**config.mk**
```make
export PLATFORM = sky130hd
export DESIGN_NAME = pid_controller_step
export DESIGN_NICKNAME = d
export VERILOG_FILES = /design/src/rtl/core/pcs_pkg.sv /design/src/rtl/core/pid_controller_step.sv /design/src/rtl/core/pcs_mul.sv /design/src/rtl/core/pcs_div.sv /design/src/rtl/core/pcs_dp.sv /design/src/rtl/core/pcs_seq.sv
export VERILOG_INCLUDE_DIRS = /design/src /design/src/rtl/core
export SDC_FILE = /design/constraint.sdc
export NUM_CORES = 2
export LEC_CHECK = 0
export ABC_AREA = 1
export BUFFER_PORTS_ARGS = -buffer_cell sky130_fd_sc_hd__buf_2
export CAP_MARGIN = 20
export CORE_ASPECT_RATIO = 2
export CORE_UTILIZATION = 60
export CTS_CLUSTER_SIZE = 30
export DETAILED_ROUTE_END_ITERATION = 8
export GPL_TIMING_DRIVEN = 0
export PLACE_DENSITY = 0.77
export SLEW_MARGIN = 25
export SYNTH_ARGS = -nofsm -noshare
export SYNTH_HDL_FRONTEND = slang
export SYNTH_HIERARCHICAL = 1
export SYNTH_SLANG_ARGS = --single-unit
```
**constraint.sdc**
```tcl
create_clock -name clk -period 20.4 [get_ports clk]
set_input_delay 3.06 -clock clk [delete_from_list [all_inputs] [get_ports clk]]
set_output_delay 3.06 -clock clk [all_outputs]
set_load 0.05 [all_outputs]
```
**src/rtl/core/pid_controller_step_macros.svh**
```systemverilog
// Assertion macros for the PID step core: implication checks, same cycle and next cycle.
// Taken in by `include; the bodies are empty when SYNTHESIS is defined.
`ifndef PID_CONTROLLER_STEP_MACROS_SVH
`define PID_CONTROLLER_STEP_MACROS_SVH
`ifndef SYNTHESIS
// The consequent must hold in the cycle of the antecedent.
`define PCS_ASSERT_IMPLY(name, clk, rst_n, ante, cons) \
	name: assert property (@(posedge clk) disable iff (!rst_n) (ante) |-> (cons)) \
		else $error("pcs core check failed");
// The consequent must hold in the cycle after the antecedent.
`define PCS_ASSERT_NEXT(name, clk, rst_n, ante, cons) \
	name: assert property (@(posedge clk) disable iff (!rst_n) (ante) |=> (cons)) \
		else $error("pcs core check failed");
`else
`define PCS_ASSERT_IMPLY(name, clk, rst_n, ante, cons)
`define PCS_ASSERT_NEXT(name, clk, rst_n, ante, cons)
`endif
`endif

```
**src/rtl/core/pcs_pkg.sv**
```systemverilog
// Shared types, constants, saturation helpers and the microcode ROM of the PID step core.
// No dependencies; every core module imports this package.
package pcs_pkg;

	localparam int PcW = 5;
	typedef logic [PcW-1:0] pcs_pc_t;

	typedef logic signed [47:0] pcs_q48_t;
	localparam pcs_q48_t Max48 = 48'sh7FFF_FFFF_FFFF;
	localparam pcs_q48_t Min48 = 48'sh8000_0000_0000;

	// Configuration register indexes
	typedef enum logic [2:0] {
		REG_TARGET   = 3'd0,
		REG_GAIN_P   = 3'd1,
		REG_GAIN_I   = 3'd2,
		REG_GAIN_D   = 3'd3,
		REG_GAIN_OUT = 3'd4
	} pcs_reg_t;

	localparam logic signed [31:0] RstTarget  = 32'sd65536;
	localparam logic signed [31:0] RstGainP   = 32'sd124518;
	localparam logic signed [31:0] RstGainI   = 32'sd655;
	localparam logic signed [31:0] RstGainD   = 32'sd26214;
	localparam logic signed [31:0] RstGainOut = 32'sd65536;

	typedef struct packed {
		logic signed [31:0] target;
		logic signed [31:0] gain_p;
		logic signed [31:0] gain_i;
		logic signed [31:0] gain_d;
		logic signed [31:0] gain_out;
	} pcs_cfg_t;

	// Datapath operations
	typedef enum logic [3:0] {
		OP_NOP,
		OP_LATCH,
		OP_ERR,
		OP_DIF,
		OP_MUL_GO,
		OP_MUL_WB,
		OP_DIV_GO,
		OP_DIV_WB,
		OP_ZDER,
		OP_INTEG,
		OP_SUM,
		OP_EMIT,
		OP_CLRI
	} pcs_op_t;

	// Multiplier operand sources
	typedef enum logic [3:0] {
		SRC_ZERO,
		SRC_ABS_SCALE,
		SRC_GAIN_P,
		SRC_GAIN_I,
		SRC_GAIN_D,
		SRC_GAIN_OUT,
		SRC_ERR,
		SRC_DIF,
		SRC_T0,
		SRC_DT
	} pcs_src_t;

	typedef enum logic [1:0] {
		DST_T0,
		DST_PROP,
		DST_DER
	} pcs_dst_t;

	// Conditions that keep the sequencer on its current step
	typedef enum logic [2:0] {
		H_NONE,
		H_NO_INPUT,
		H_MUL_BUSY,
		H_DIV_BUSY,
		H_OUT_FULL
	} pcs_hold_t;

	typedef enum logic [1:0] {
		J_NEXT,
		J_ALWAYS,
		J_KIND_CLR,
		J_DT_ZERO
	} pcs_jump_t;

	typedef struct packed {
		pcs_op_t   op;
		pcs_src_t  asel;
		pcs_src_t  bsel;
		pcs_dst_t  dst;
		pcs_hold_t hold;
		pcs_jump_t jump;
		pcs_pc_t   target;
	} pcs_ctl_t;

	// Datapath status seen by the sequencer
	typedef struct packed {
		logic mul_busy;
		logic div_busy;
		logic kind_clr;
		logic dt_zero;
	} pcs_dpst_t;

	// Step addresses used as jump targets
	localparam pcs_pc_t PC_IDLE  = 5'd0;
	localparam pcs_pc_t PC_INT   = 5'd12;
	localparam pcs_pc_t PC_CLEAR = 5'd21;

	// Clamp a 50-bit sum to the 48-bit range.
	function automatic pcs_q48_t pcs_sat48(input logic signed [49:0] v);
		pcs_q48_t r;
		if (v[49:47] != {3{v[49]}}) begin
			r = v[49] ? Min48 : Max48;
		end else begin
			r = v[47:0];
		end
		return r;
	endfunction

	function automatic logic [47:0] pcs_mag(input pcs_q48_t v);
		logic [47:0] u;
		u = v;
		if (v[47]) begin
			u = ~u + 48'd1;
		end
		return u;
	endfunction

	// Sign and magnitude back to a saturated 48-bit value.
	function automatic pcs_q48_t pcs_from_mag(input logic [79:0] m, input logic neg);
		pcs_q48_t r;
		if (neg) begin
			if (m >= 80'h8000_0000_0000) begin
				r = Min48;
			end else begin
				r = ~m[47:0] + 48'd1;
			end
		end else begin
			if (m > 80'h7FFF_FFFF_FFFF) begin
				r = Max48;
			end else begin
				r = m[47:0];
			end
		end
		return r;
	endfunction

	function automatic pcs_ctl_t pcs_uop(input pcs_op_t op, input pcs_src_t asel,
		input pcs_src_t bsel, input pcs_dst_t dst, input pcs_hold_t hold,
		input pcs_jump_t jump, input pcs_pc_t target);
		pcs_ctl_t c;
		c.op     = op;
		c.asel   = asel;
		c.bsel   = bsel;
		c.dst    = dst;
		c.hold   = hold;
		c.jump   = jump;
		c.target = target;
		return c;
	endfunction

	// Control program: one word per step.
	function automatic pcs_ctl_t pcs_rom(input pcs_pc_t pc);
		pcs_ctl_t c;
		unique case (pc)
			5'd0:  c = pcs_uop(OP_LATCH, SRC_ZERO, SRC_ZERO, DST_T0, H_NO_INPUT, J_NEXT, PC_IDLE);
			5'd1:  c = pcs_uop(OP_ERR, SRC_ZERO, SRC_ZERO, DST_T0, H_NONE, J_KIND_CLR, PC_CLEAR);
			5'd2:  c = pcs_uop(OP_DIF, SRC_ZERO, SRC_ZERO, DST_T0, H_NONE, J_NEXT, PC_IDLE);
			// proportional: |scale| * gain_p, then * error
			5'd3:  c = pcs_uop(OP_MUL_GO, SRC_ABS_SCALE, SRC_GAIN_P, DST_T0, H_NONE, J_NEXT,
				PC_IDLE);
			5'd4:  c = pcs_uop(OP_MUL_WB, SRC_ZERO, SRC_ZERO, DST_T0, H_MUL_BUSY, J_NEXT, PC_IDLE);
			5'd5:  c = pcs_uop(OP_MUL_GO, SRC_T0, SRC_ERR, DST_T0, H_NONE, J_NEXT, PC_IDLE);
			5'd6:  c = pcs_uop(OP_MUL_WB, SRC_ZERO, SRC_ZERO, DST_PROP, H_MUL_BUSY, J_NEXT,
				PC_IDLE);
			// derivative: skipped (left at zero) when elapsed is zero
			5'd7:  c = pcs_uop(OP_ZDER, SRC_ZERO, SRC_ZERO, DST_T0, H_NONE, J_DT_ZERO, PC_INT);
			5'd8:  c = pcs_uop(OP_MUL_GO, SRC_GAIN_D, SRC_DIF, DST_T0, H_NONE, J_NEXT, PC_IDLE);
			5'd9:  c = pcs_uop(OP_MUL_WB, SRC_ZERO, SRC_ZERO, DST_T0, H_MUL_BUSY, J_NEXT, PC_IDLE);
			5'd10: c = pcs_uop(OP_DIV_GO, SRC_ZERO, SRC_ZERO, DST_T0, H_NONE, J_NEXT, PC_IDLE);
			5'd11: c = pcs_uop(OP_DIV_WB, SRC_ZERO, SRC_ZERO, DST_DER, H_DIV_BUSY, J_NEXT,
				PC_IDLE);
			// integral: gain_i * error * elapsed
			5'd12: c = pcs_uop(OP_MUL_GO, SRC_GAIN_I, SRC_ERR, DST_T0, H_NONE, J_NEXT, PC_IDLE);
			5'd13: c = pcs_uop(OP_MUL_WB, SRC_ZERO, SRC_ZERO, DST_T0, H_MUL_BUSY, J_NEXT, PC_IDLE);
			5'd14: c = pcs_uop(OP_MUL_GO, SRC_T0, SRC_DT, DST_T0, H_NONE, J_NEXT, PC_IDLE);
			5'd15: c = pcs_uop(OP_MUL_WB, SRC_ZERO, SRC_ZERO, DST_T0, H_MUL_BUSY, J_NEXT, PC_IDLE);
			5'd16: c = pcs_uop(OP_INTEG, SRC_ZERO, SRC_ZERO, DST_T0, H_NONE, J_NEXT, PC_IDLE);
			5'd17: c = pcs_uop(OP_SUM, SRC_ZERO, SRC_ZERO, DST_T0, H_NONE, J_NEXT, PC_IDLE);
			5'd18: c = pcs_uop(OP_MUL_GO, SRC_GAIN_OUT, SRC_T0, DST_T0, H_NONE, J_NEXT, PC_IDLE);
			5'd19: c = pcs_uop(OP_MUL_WB, SRC_ZERO, SRC_ZERO, DST_T0, H_MUL_BUSY, J_NEXT, PC_IDLE);
			5'd20: c = pcs_uop(OP_EMIT, SRC_ZERO, SRC_ZERO, DST_T0, H_OUT_FULL, J_ALWAYS, PC_IDLE);
			5'd21: c = pcs_uop(OP_CLRI, SRC_ZERO, SRC_ZERO, DST_T0, H_NONE, J_ALWAYS, PC_IDLE);
			default: c = pcs_uop(OP_NOP, SRC_ZERO, SRC_ZERO, DST_T0, H_NONE, J_ALWAYS, PC_IDLE);
		endcase
		return c;
	endfunction

endpackage

```
**src/rtl/core/pid_controller_step.sv**
```systemverilog
// PID step core, Q16.16. A control item gives one result after its transfer; a clear item
// clears the integral and gives no result.
// The work is six passes through the one shared multiplier (issue and write-back included)
// and a pass through the derivative divider, skipped when elapsed is zero; one item is worked
// at a time, so a new item is taken only once the last one is through.
// Reset (arst_n low, asynchronous): registers to their defaults, integral and last error to 0.
`include "pid_controller_step_macros.svh"
module pid_controller_step (
	input  logic        clk,
	input  logic        arst_n,
	// configuration write port
	input  logic        cfg_we,
	input  logic [2:0]  cfg_idx,
	input  logic [31:0] cfg_wdata,
	// item stream in
	input  logic        s_axis_tvalid,
	output logic        s_axis_tready,
	input  logic [87:0] s_axis_tdata,   // measured[31:0], elapsed[55:32], speed_scale[87:56]
	input  logic [0:0]  s_axis_tuser,   // kind[0]: 0 control step, 1 clear integral
	// result stream out
	output logic        m_axis_tvalid,
	input  logic        m_axis_tready,
	output logic [31:0] m_axis_tdata,   // drive[31:0]
	output logic [0:0]  m_axis_tuser    // saturated[0]
);
	import pcs_pkg::*;

	pcs_cfg_t  cfg_q;
	pcs_ctl_t  ctl;
	pcs_dpst_t dpst;
	logic      fire, out_full, emit;

	logic               m_valid_q, m_sat_q;
	logic signed [31:0] m_drive_q;
	logic signed [31:0] dp_drive;
	logic               dp_sat;

	// Configuration registers; write them only while the core is idle.
	always_ff @(posedge clk or negedge arst_n) begin
		if (!arst_n) begin
			cfg_q.target   <= RstTarget;
			cfg_q.gain_p   <= RstGainP;
			cfg_q.gain_i   <= RstGainI;
			cfg_q.gain_d   <= RstGainD;
			cfg_q.gain_out <= RstGainOut;
		end else if (cfg_we) begin
			unique case (pcs_reg_t'(cfg_idx))
				REG_TARGET:   cfg_q.target   <= cfg_wdata;
				REG_GAIN_P:   cfg_q.gain_p   <= cfg_wdata;
				REG_GAIN_I:   cfg_q.gain_i   <= cfg_wdata;
				REG_GAIN_D:   cfg_q.gain_d   <= cfg_wdata;
				REG_GAIN_OUT: cfg_q.gain_out <= cfg_wdata;
				default:      ;  // drop writes to unused indexes
			endcase
		end
	end

	// The latch step is the only step that takes a transfer.
	assign s_axis_tready = (ctl.op == OP_LATCH);

	// Hold the emit step while a finished result still waits downstream.
	assign out_full = m_valid_q && !m_axis_tready;
	assign emit     = fire && (ctl.op == OP_EMIT);

	pcs_seq u_seq (
		.clk      (clk),
		.arst_n   (arst_n),
		.in_valid (s_axis_tvalid),
		.out_full (out_full),
		.dpst     (dpst),
		.ctl      (ctl),
		.fire     (fire)
	);

	pcs_dp u_dp (
		.clk            (clk),
		.arst_n         (arst_n),
		.ctl            (ctl),
		.fire           (fire),
		.cfg            (cfg_q),
		.in_kind        (s_axis_tuser[0]),
		.in_measured    (s_axis_tdata[31:0]),
		.in_elapsed     (s_axis_tdata[55:32]),
		.in_speed_scale (s_axis_tdata[87:56]),
		.dpst           (dpst),
		.drive          (dp_drive),
		.saturated      (dp_sat)
	);

	// Output register: load on emit, drop valid once the transfer completes.
	always_ff @(posedge clk or negedge arst_n) begin
		if (!arst_n) begin
			m_valid_q <= 1'b0;
		end else if (emit) begin
			m_valid_q <= 1'b1;
		end else if (m_axis_tready) begin
			m_valid_q <= 1'b0;
		end
	end

	always_ff @(posedge clk) begin
		if (emit) begin
			m_drive_q <= dp_drive;
			m_sat_q   <= dp_sat;
		end
	end

	assign m_axis_tvalid   = m_valid_q;
	assign m_axis_tdata    = m_drive_q;
	assign m_axis_tuser[0] = m_sat_q;

	// One item in flight: a transfer takes the program off the latch step.
	`PCS_ASSERT_NEXT(a_one_item, clk, arst_n, s_axis_tvalid && s_axis_tready, !s_axis_tready)
	// The multiplier and divider are never busy together.
	`PCS_ASSERT_IMPLY(a_units_excl, clk, arst_n, dpst.mul_busy, !dpst.div_busy)
	// A clipped drive sits on one of the two rails.
	`PCS_ASSERT_IMPLY(a_sat_rail, clk, arst_n, m_axis_tvalid && m_axis_tuser[0],
		m_axis_tdata == 32'h7FFF_FFFF || m_axis_tdata == 32'h8000_0000)
	// Emit always presents a result on the next cycle.
	`PCS_ASSERT_NEXT(a_emit_shows, clk, arst_n, emit, m_axis_tvalid)

endmodule

```
**src/rtl/core/pcs_mul.sv**
```systemverilog
// Shared Q16.16 multiplier: 48x48 magnitudes as four 24x24 partial products, then round/saturate.
// Depends on pcs_pkg.
module pcs_mul (
	input  logic              clk,
	input  logic              arst_n,
	input  logic              start,
	input  pcs_pkg::pcs_q48_t a,
	input  pcs_pkg::pcs_q48_t b,
	output logic              busy,
	output pcs_pkg::pcs_q48_t res
);
	import pcs_pkg::*;

	localparam logic [2:0] LastPp   = 3'd3;
	localparam logic [2:0] LastAcc  = 3'd4;
	localparam logic [2:0] RoundCyc = 3'd5;

	logic [2:0]  cnt_q;
	logic        busy_q;
	logic [47:0] ma_q, mb_q, pp_q;
	logic        neg_q;
	logic [1:0]  sh_q;
	logic [95:0] acc_q;
	pcs_q48_t    res_q;

	logic [23:0] ah, bh;
	logic [47:0] prod;
	logic [95:0] addend, rnd;

	always_comb begin
		ah   = cnt_q[1] ? ma_q[47:24] : ma_q[23:0];
		bh   = cnt_q[0] ? mb_q[47:24] : mb_q[23:0];
		prod = ah * bh;
		case (sh_q)
			2'd0:    addend = {48'd0, pp_q};
			2'd1:    addend = {24'd0, pp_q, 24'd0};
			default: addend = {pp_q, 48'd0};
		endcase
		rnd = acc_q + 96'd32768;
	end

	always_ff @(posedge clk or negedge arst_n) begin
		if (!arst_n) begin
			busy_q <= 1'b0;
			cnt_q  <= '0;
		end else if (start) begin
			busy_q <= 1'b1;
			cnt_q  <= '0;
		end else if (busy_q) begin
			if (cnt_q == RoundCyc) begin
				busy_q <= 1'b0;
			end else begin
				cnt_q <= cnt_q + 3'd1;
			end
		end
	end

	// Each partial product is registered, then accumulated in the next cycle.
	always_ff @(posedge clk) begin
		if (start) begin
			ma_q  <= pcs_mag(a);
			mb_q  <= pcs_mag(b);
			neg_q <= a[47] ^ b[47];
			acc_q <= '0;
		end else if (busy_q) begin
			if (cnt_q <= LastPp) begin
				pp_q <= prod;
				sh_q <= {1'b0, cnt_q[1]} + {1'b0, cnt_q[0]};
			end
			if (cnt_q != 3'd0 && cnt_q <= LastAcc) begin
				acc_q <= acc_q + addend;
			end
			if (cnt_q == RoundCyc) begin
				res_q <= pcs_from_mag(rnd[95:16], neg_q);
			end
		end
	end

	assign busy = busy_q;
	assign res  = res_q;

endmodule

```
**src/rtl/core/pcs_div.sv**
```systemverilog
// Derivative divider: rounded (|num| << 16) / dt, restoring, two quotient bits per cycle.
// Depends on pcs_pkg.
module pcs_div (
	input  logic              clk,
	input  logic              arst_n,
	input  logic              start,
	input  pcs_pkg::pcs_q48_t num,
	input  logic [23:0]       dt,
	output logic              busy,
	output pcs_pkg::pcs_q48_t res
);
	import pcs_pkg::*;

	localparam logic [5:0] DivIters = 6'd32;

	logic        busy_q;
	logic [5:0]  cnt_q;
	logic [63:0] nq_q;
	logic [23:0] rem_q, dv_q;
	logic        neg_q;
	pcs_q48_t    res_q;

	logic [24:0] r1, r2, m1, m2;
	logic        ge1, ge2;

	always_comb begin
		r1  = {rem_q, nq_q[63]};
		ge1 = r1 >= {1'b0, dv_q};
		m1  = ge1 ? r1 - {1'b0, dv_q} : r1;
		r2  = {m1[23:0], nq_q[62]};
		ge2 = r2 >= {1'b0, dv_q};
		m2  = ge2 ? r2 - {1'b0, dv_q} : r2;
	end

	always_ff @(posedge clk or negedge arst_n) begin
		if (!arst_n) begin
			busy_q <= 1'b0;
			cnt_q  <= '0;
		end else if (start) begin
			busy_q <= 1'b1;
			cnt_q  <= '0;
		end else if (busy_q) begin
			if (cnt_q == DivIters) begin
				busy_q <= 1'b0;
			end else begin
				cnt_q <= cnt_q + 6'd1;
			end
		end
	end

	// Numerator bits shift out the top while quotient bits shift in below.
	always_ff @(posedge clk) begin
		if (start) begin
			nq_q  <= {pcs_mag(num), 16'd0} + {41'd0, dt[23:1]};
			rem_q <= '0;
			dv_q  <= dt;
			neg_q <= num[47];
		end else if (busy_q) begin
			if (cnt_q == DivIters) begin
				res_q <= pcs_from_mag({16'd0, nq_q}, neg_q);
			end else begin
				nq_q  <= {nq_q[61:0], ge1, ge2};
				rem_q <= m2[23:0];
			end
		end
	end

	assign busy = busy_q;
	assign res  = res_q;

endmodule

```
**src/rtl/core/pcs_dp.sv**
```systemverilog
// Datapath of the PID step core: item latch, error, term registers, integral and last error.
// Depends on pcs_pkg, pcs_mul and pcs_div.
module pcs_dp (
	input  logic                 clk,
	input  logic                 arst_n,
	input  pcs_pkg::pcs_ctl_t    ctl,
	input  logic                 fire,
	input  pcs_pkg::pcs_cfg_t    cfg,
	input  logic                 in_kind,
	input  logic signed [31:0]   in_measured,
	input  logic [23:0]          in_elapsed,
	input  logic signed [31:0]   in_speed_scale,
	output pcs_pkg::pcs_dpst_t   dpst,
	output logic signed [31:0]   drive,
	output logic                 saturated
);
	import pcs_pkg::*;

	logic               kind_q;
	logic signed [31:0] meas_q, scale_q;
	logic [23:0]        dt_q;
	logic signed [32:0] err_q, last_err_q;
	logic signed [33:0] dif_q;
	pcs_q48_t           t0_q, prop_q, der_q, integ_q;

	logic     mul_start, div_start, mul_busy, div_busy;
	pcs_q48_t mul_a, mul_b, mul_res, div_res, wb_val;

	function automatic pcs_q48_t opnd(input pcs_src_t s);
		pcs_q48_t v;
		pcs_q48_t sc;
		sc = 48'(scale_q);
		case (s)
			SRC_ABS_SCALE: v = sc[47] ? -sc : sc;
			SRC_GAIN_P:    v = 48'(cfg.gain_p);
			SRC_GAIN_I:    v = 48'(cfg.gain_i);
			SRC_GAIN_D:    v = 48'(cfg.gain_d);
			SRC_GAIN_OUT:  v = 48'(cfg.gain_out);
			SRC_ERR:       v = 48'(err_q);
			SRC_DIF:       v = 48'(dif_q);
			SRC_T0:        v = t0_q;
			SRC_DT:        v = {24'd0, dt_q};
			default:       v = '0;
		endcase
		return v;
	endfunction

	always_comb begin
		mul_a     = opnd(ctl.asel);
		mul_b     = opnd(ctl.bsel);
		mul_start = fire && (ctl.op == OP_MUL_GO);
		div_start = fire && (ctl.op == OP_DIV_GO);
		wb_val    = (ctl.op == OP_DIV_WB) ? div_res : mul_res;
	end

	pcs_mul u_mul (
		.clk    (clk),
		.arst_n (arst_n),
		.start  (mul_start),
		.a      (mul_a),
		.b      (mul_b),
		.busy   (mul_busy),
		.res    (mul_res)
	);

	pcs_div u_div (
		.clk    (clk),
		.arst_n (arst_n),
		.start  (div_start),
		.num    (t0_q),
		.dt     (dt_q),
		.busy   (div_busy),
		.res    (div_res)
	);

	// State that survives between items.
	always_ff @(posedge clk or negedge arst_n) begin
		if (!arst_n) begin
			integ_q    <= '0;
			last_err_q <= '0;
		end else if (fire) begin
			case (ctl.op)
				OP_INTEG: integ_q    <= pcs_sat48(50'(integ_q) + 50'(t0_q));
				OP_CLRI:  integ_q    <= '0;
				OP_EMIT:  last_err_q <= err_q;
				default:  ;
			endcase
		end
	end

	always_ff @(posedge clk) begin
		if (fire) begin
			case (ctl.op)
				OP_LATCH: begin
					kind_q  <= in_kind;
					meas_q  <= in_measured;
					dt_q    <= in_elapsed;
					scale_q <= in_speed_scale;
				end
				OP_ERR:   err_q <= 33'(cfg.target) - 33'(meas_q);
				OP_DIF:   dif_q <= 34'(err_q) - 34'(last_err_q);
				OP_ZDER:  der_q <= '0;
				OP_SUM:   t0_q  <= pcs_sat48(50'(prop_q) + 50'(integ_q) + 50'(der_q));
				OP_MUL_WB, OP_DIV_WB: begin
					case (ctl.dst)
						DST_PROP: prop_q <= wb_val;
						DST_DER:  der_q  <= wb_val;
						default:  t0_q   <= wb_val;
					endcase
				end
				default: ;
			endcase
		end
	end

	// Clip the final product to 32 bits.
	always_comb begin
		if (t0_q > 48'sd2147483647) begin
			drive     = 32'sh7FFF_FFFF;
			saturated = 1'b1;
		end else if (t0_q < -48'sd2147483648) begin
			drive     = 32'sh8000_0000;
			saturated = 1'b1;
		end else begin
			drive     = t0_q[31:0];
			saturated = 1'b0;
		end
	end

	always_comb begin
		dpst.mul_busy = mul_busy;
		dpst.div_busy = div_busy;
		dpst.kind_clr = kind_q;
		dpst.dt_zero  = (dt_q == 24'd0);
	end

endmodule

```
**src/rtl/core/pcs_seq.sv**
```systemverilog
// Microcode sequencer: step counter, ROM lookup, hold conditions and conditional jumps.
// Depends on pcs_pkg.
module pcs_seq (
	input  logic               clk,
	input  logic               arst_n,
	input  logic               in_valid,
	input  logic               out_full,
	input  pcs_pkg::pcs_dpst_t dpst,
	output pcs_pkg::pcs_ctl_t  ctl,
	output logic               fire
);
	import pcs_pkg::*;

	pcs_pc_t pc_q, pc_d, pc_inc;
	logic    hold;

	always_ff @(posedge clk or negedge arst_n) begin
		if (!arst_n) begin
			pc_q <= PC_IDLE;
		end else begin
			pc_q <= pc_d;
		end
	end

	always_comb begin
		ctl    = pcs_rom(pc_q);
		pc_inc = pc_q + 5'd1;
		unique case (ctl.hold)
			H_NONE:     hold = 1'b0;
			H_NO_INPUT: hold = !in_valid;
			H_MUL_BUSY: hold = dpst.mul_busy;
			H_DIV_BUSY: hold = dpst.div_busy;
			H_OUT_FULL: hold = out_full;
			default:    hold = 1'b0;
		endcase
		fire = !hold;
		if (hold) begin
			pc_d = pc_q;
		end else begin
			unique case (ctl.jump)
				J_NEXT:     pc_d = pc_inc;
				J_ALWAYS:   pc_d = ctl.target;
				J_KIND_CLR: pc_d = dpst.kind_clr ? ctl.target : pc_inc;
				J_DT_ZERO:  pc_d = dpst.dt_zero ? ctl.target : pc_inc;
				default:    pc_d = pc_inc;
			endcase
		end
	end

endmodule
```
==> impl_metrics.toml, run 1 <==
[outcome]
status = "did not finish"
haltStage = "global routing (5_1_grt)"
tool.error = "[ERROR GRT-0116] Global routing finished with congestion. Check the congestion regions in the DRC Viewer."

[place]
gp_congestion = 1.27
place_ws_ns = 9.98
port-buffer-count = 163
place_hpwl_um = 380000

[global_route]
grt_usage = 0.591
grt_pass1_vias = 106000
grt_pass1_wl_um = 709000
grt_max_degree = 104
gr-total-overflow = 11

[floorplanning]
floorplan.initialDensity = 0.604
ios = 164
die_h_um = 578
fp-row-count = 211
die_w_um = 290

[synth]
synth_fp_nets = 15000
syn-mean-instance-area_um2 = 7.21
yosys_warnings = 6
netlist_area_um2 = 99400
syn_inst = 13800

[cts]
cts-htree-levels = 3
cts_sinks = 1043
hold_buffers = 0
clock-root-buffer = "clkbuf_16"
clk_path_buf_depth = 3
cts_setup_buffers = 0
cts_resized = 0
cts_buffers = 94
==> metal layers <==
metal | overflow | track usage
met2 | 4 | 0.874
met5 | 0 | 0.0292
met1 | 0 | 0.549
met3 | 4 | 0.289
met4 | 3 | 0.710
==> metrics by stage <==
stage                     hold WS, ns  std cells  instance area, µm²
after floorplan                 0.442      13800               99400
after global placement          0.455      16100              103000
after detailed placement        0.458      16100              104000
after CTS                       0.469      16300              107000
==> run 2: changes to the inputs <==
--- a/config.mk
+++ b/config.mk
@@ -9,12 +9,10 @@
 export ABC_AREA = 1
 export BUFFER_PORTS_ARGS = -buffer_cell sky130_fd_sc_hd__buf_2
 export CAP_MARGIN = 20
-export CORE_ASPECT_RATIO = 2
-export CORE_UTILIZATION = 60
-export CTS_CLUSTER_SIZE = 30
+export CORE_UTILIZATION = 40
 export DETAILED_ROUTE_END_ITERATION = 8
 export GPL_TIMING_DRIVEN = 0
-export PLACE_DENSITY = 0.77
+export PLACE_DENSITY_LB_ADDON = 0.15
 export SLEW_MARGIN = 25
 export SYNTH_ARGS = -nofsm -noshare
 export SYNTH_HDL_FRONTEND = slang
==> impl_metrics.toml, run 2 <==
[floorplanning]
ios = 164
die_h_um = 501
fp-row-count = 182
design.core.area_um2 = 247000
floorplan.initialDensity = 0.403
dieArea_um2 = 251000
die_w_um = 501

[min_path]
hold_path_class = "reg -> reg"

[finish]
top_register = "cfg_q"
reg_top3 = "cfg_q (160), u_dp/u_mul/acc_q (96), u_dp/u_div/nq_q (64)"
largest_reg_flops = 160
layout_commonest_cell = "nand2_1"
layout_common_cells = "3504 x nand2_1, 2236 x inv_1, 1623 x nor2_1"
drive_above_1_share = 0.0668
layout.nets = 15300
area_delta_synth_final_pct = 10.9

[routing]
drt_first_pass_iters = 8
drc = 0
drt-total-wl_um = 482000
dr_total_vias = 96500
routed_via_density = 5.48
drtIter0Drc = 10400
antenna_left = 0
wl_per_cell_um = 27.4

[timing]
rsz0062_at_grt = "no"
hold_viol_final = 0
fin_crit_ns = 10.07
setup_tns_ns = 0
clock.fmax_ghz = 0.0993
slew_viol_final = 0
setup_violations = 0
max_slew_margin = 0.143
finClkSkew_ns = 0.0531
finalWorstSetupSlack_ns = 10.33
worstMarginPinSlew_ns = 1.29
period_share = 0.494

[cts]
clock-root-buffer = "clkbuf_16"
cts_resized = 0
cts_tree = "built"
cts_sinks = 1043
clk_path_buf_depth = 3
cts-htree-levels = 4
clk_latency_ns = 0.84
clkTransAtPathRegs_ns = 0.06
cts_buffers = 131
cts_setup_buffers = 0
hold_buffers = 0

[worst_setup_path]
path_common_cell = "fa_1"
cpPeakStageDelay_ns = 0.91
critPathMaxFanout = 10
worstSetupEndpointType = "flip-flop"
startpoint_type = "flip-flop"
worst_path_max_delay_cell = "clkbuf_1"
crit_type = "reg -> reg"
crit_arrival_ns = 10.68
required_ns = 21.01

[global_route]
grt_pass1_wl_um = 672000
grt_usage = 0.379
grt_pass1_vias = 92800
antenna_found_initial = 39
gr-total-overflow = 0
grt_max_degree = 76

[place]
port-buffer-count = 163
place_ws_ns = 10.52
place_hpwl_um = 404000
gp_congestion = 1.09

[synth]
yosys_warnings = 6
netlist_area_um2 = 99400
synth_fp_nets = 15000
syn-mean-instance-area_um2 = 7.21
syn_inst = 13800

[outcome]
status = "complete, no violations"

[flow_run]
maxCapViolations = 0
run 2: cell type report:
cell class | count | area [µm²]
fill | 26100 | 136000
multi-input combinational | 10000 | 60300
sequential | 1043 | 28900
inverter | 2302 | 8650
tap | 3312 | 4140
clock buffer | 163 | 3480
timing repair buffer | 248 | 1930
buffer | 395 | 1840
clock inverter | 80 | 1040
antenna | 8 | 20.0
run 2: worst max-delay path: cells and delay by family (launching register included):
family                   cells  cell delay, ns
AO/OA/AOI/OAI                4            1.39
buffers and inverters        8            2.41
adder cells (fa/ha/maj)      8            4.16
AND/OR/NAND/NOR              8            1.33
flip-flops                   1            0.56
run 2: worst paths after layout:
| check | startpoint | endpoint | slack, ns | cells past startpoint |
|---|---|---|---|---|
| min in group asynchronous | arst_n | cfg_q[35]$_DFFE_PN0P_ | 2.19 | 1 |
| max reg2reg | u_dp/u_mul/cnt_q[0]$_DFFE_PN0P_ | u_dp/u_mul/pp_q[43]$_DFFE_PP_ | 10.33 | 28 |
| max in group asynchronous | arst_n | u_dp/integ_q[25]$_DFFE_PN0P_ | 17.33 | 2 |
| min reg2reg | u_dp/u_mul/acc_q[2]$_SDFFE_PP0P_ | u_dp/u_mul/acc_q[2]$_SDFFE_PP0P_ | 0.47 | 2 |
| max | u_dp/u_mul/cnt_q[0]$_DFFE_PN0P_ | u_dp/u_mul/pp_q[43]$_DFFE_PP_ | 10.33 | 28 |
| min | u_dp/u_mul/acc_q[2]$_SDFFE_PP0P_ | u_dp/u_mul/acc_q[2]$_SDFFE_PP0P_ | 0.47 | 2 |
run 2: through the flow:
stage | utilization | std cells | hold slack, ns | instance area, µm²
floorplan | - | 13800 | 0.442 | 99400
global placement | 0.423 | 17300 | 0.451 | 104000
detailed placement | 0.428 | 17300 | 0.458 | 106000
CTS | 0.447 | 17600 | 0.467 | 110000
global route | 0.447 | 17600 | 0.472 | 110000
finish | 0.447 | 17600 | 0.465 | 110000
run 2: per-layer routing:
layer / GRT usage / up-vias / routed length [µm]
li1: - / 45000 / -
met5: 0 / - / 103
met4: 0.244 / 16 / 35800
met1: 0.475 / 46200 / 193000
met3: 0.0594 / 982 / 35700
met2: 0.606 / 4276 / 217000
Power of run 2 is left out: the tool's default activity adds up to more than one toggle a clock period on the data nets, which glitch-free logic cannot reach.
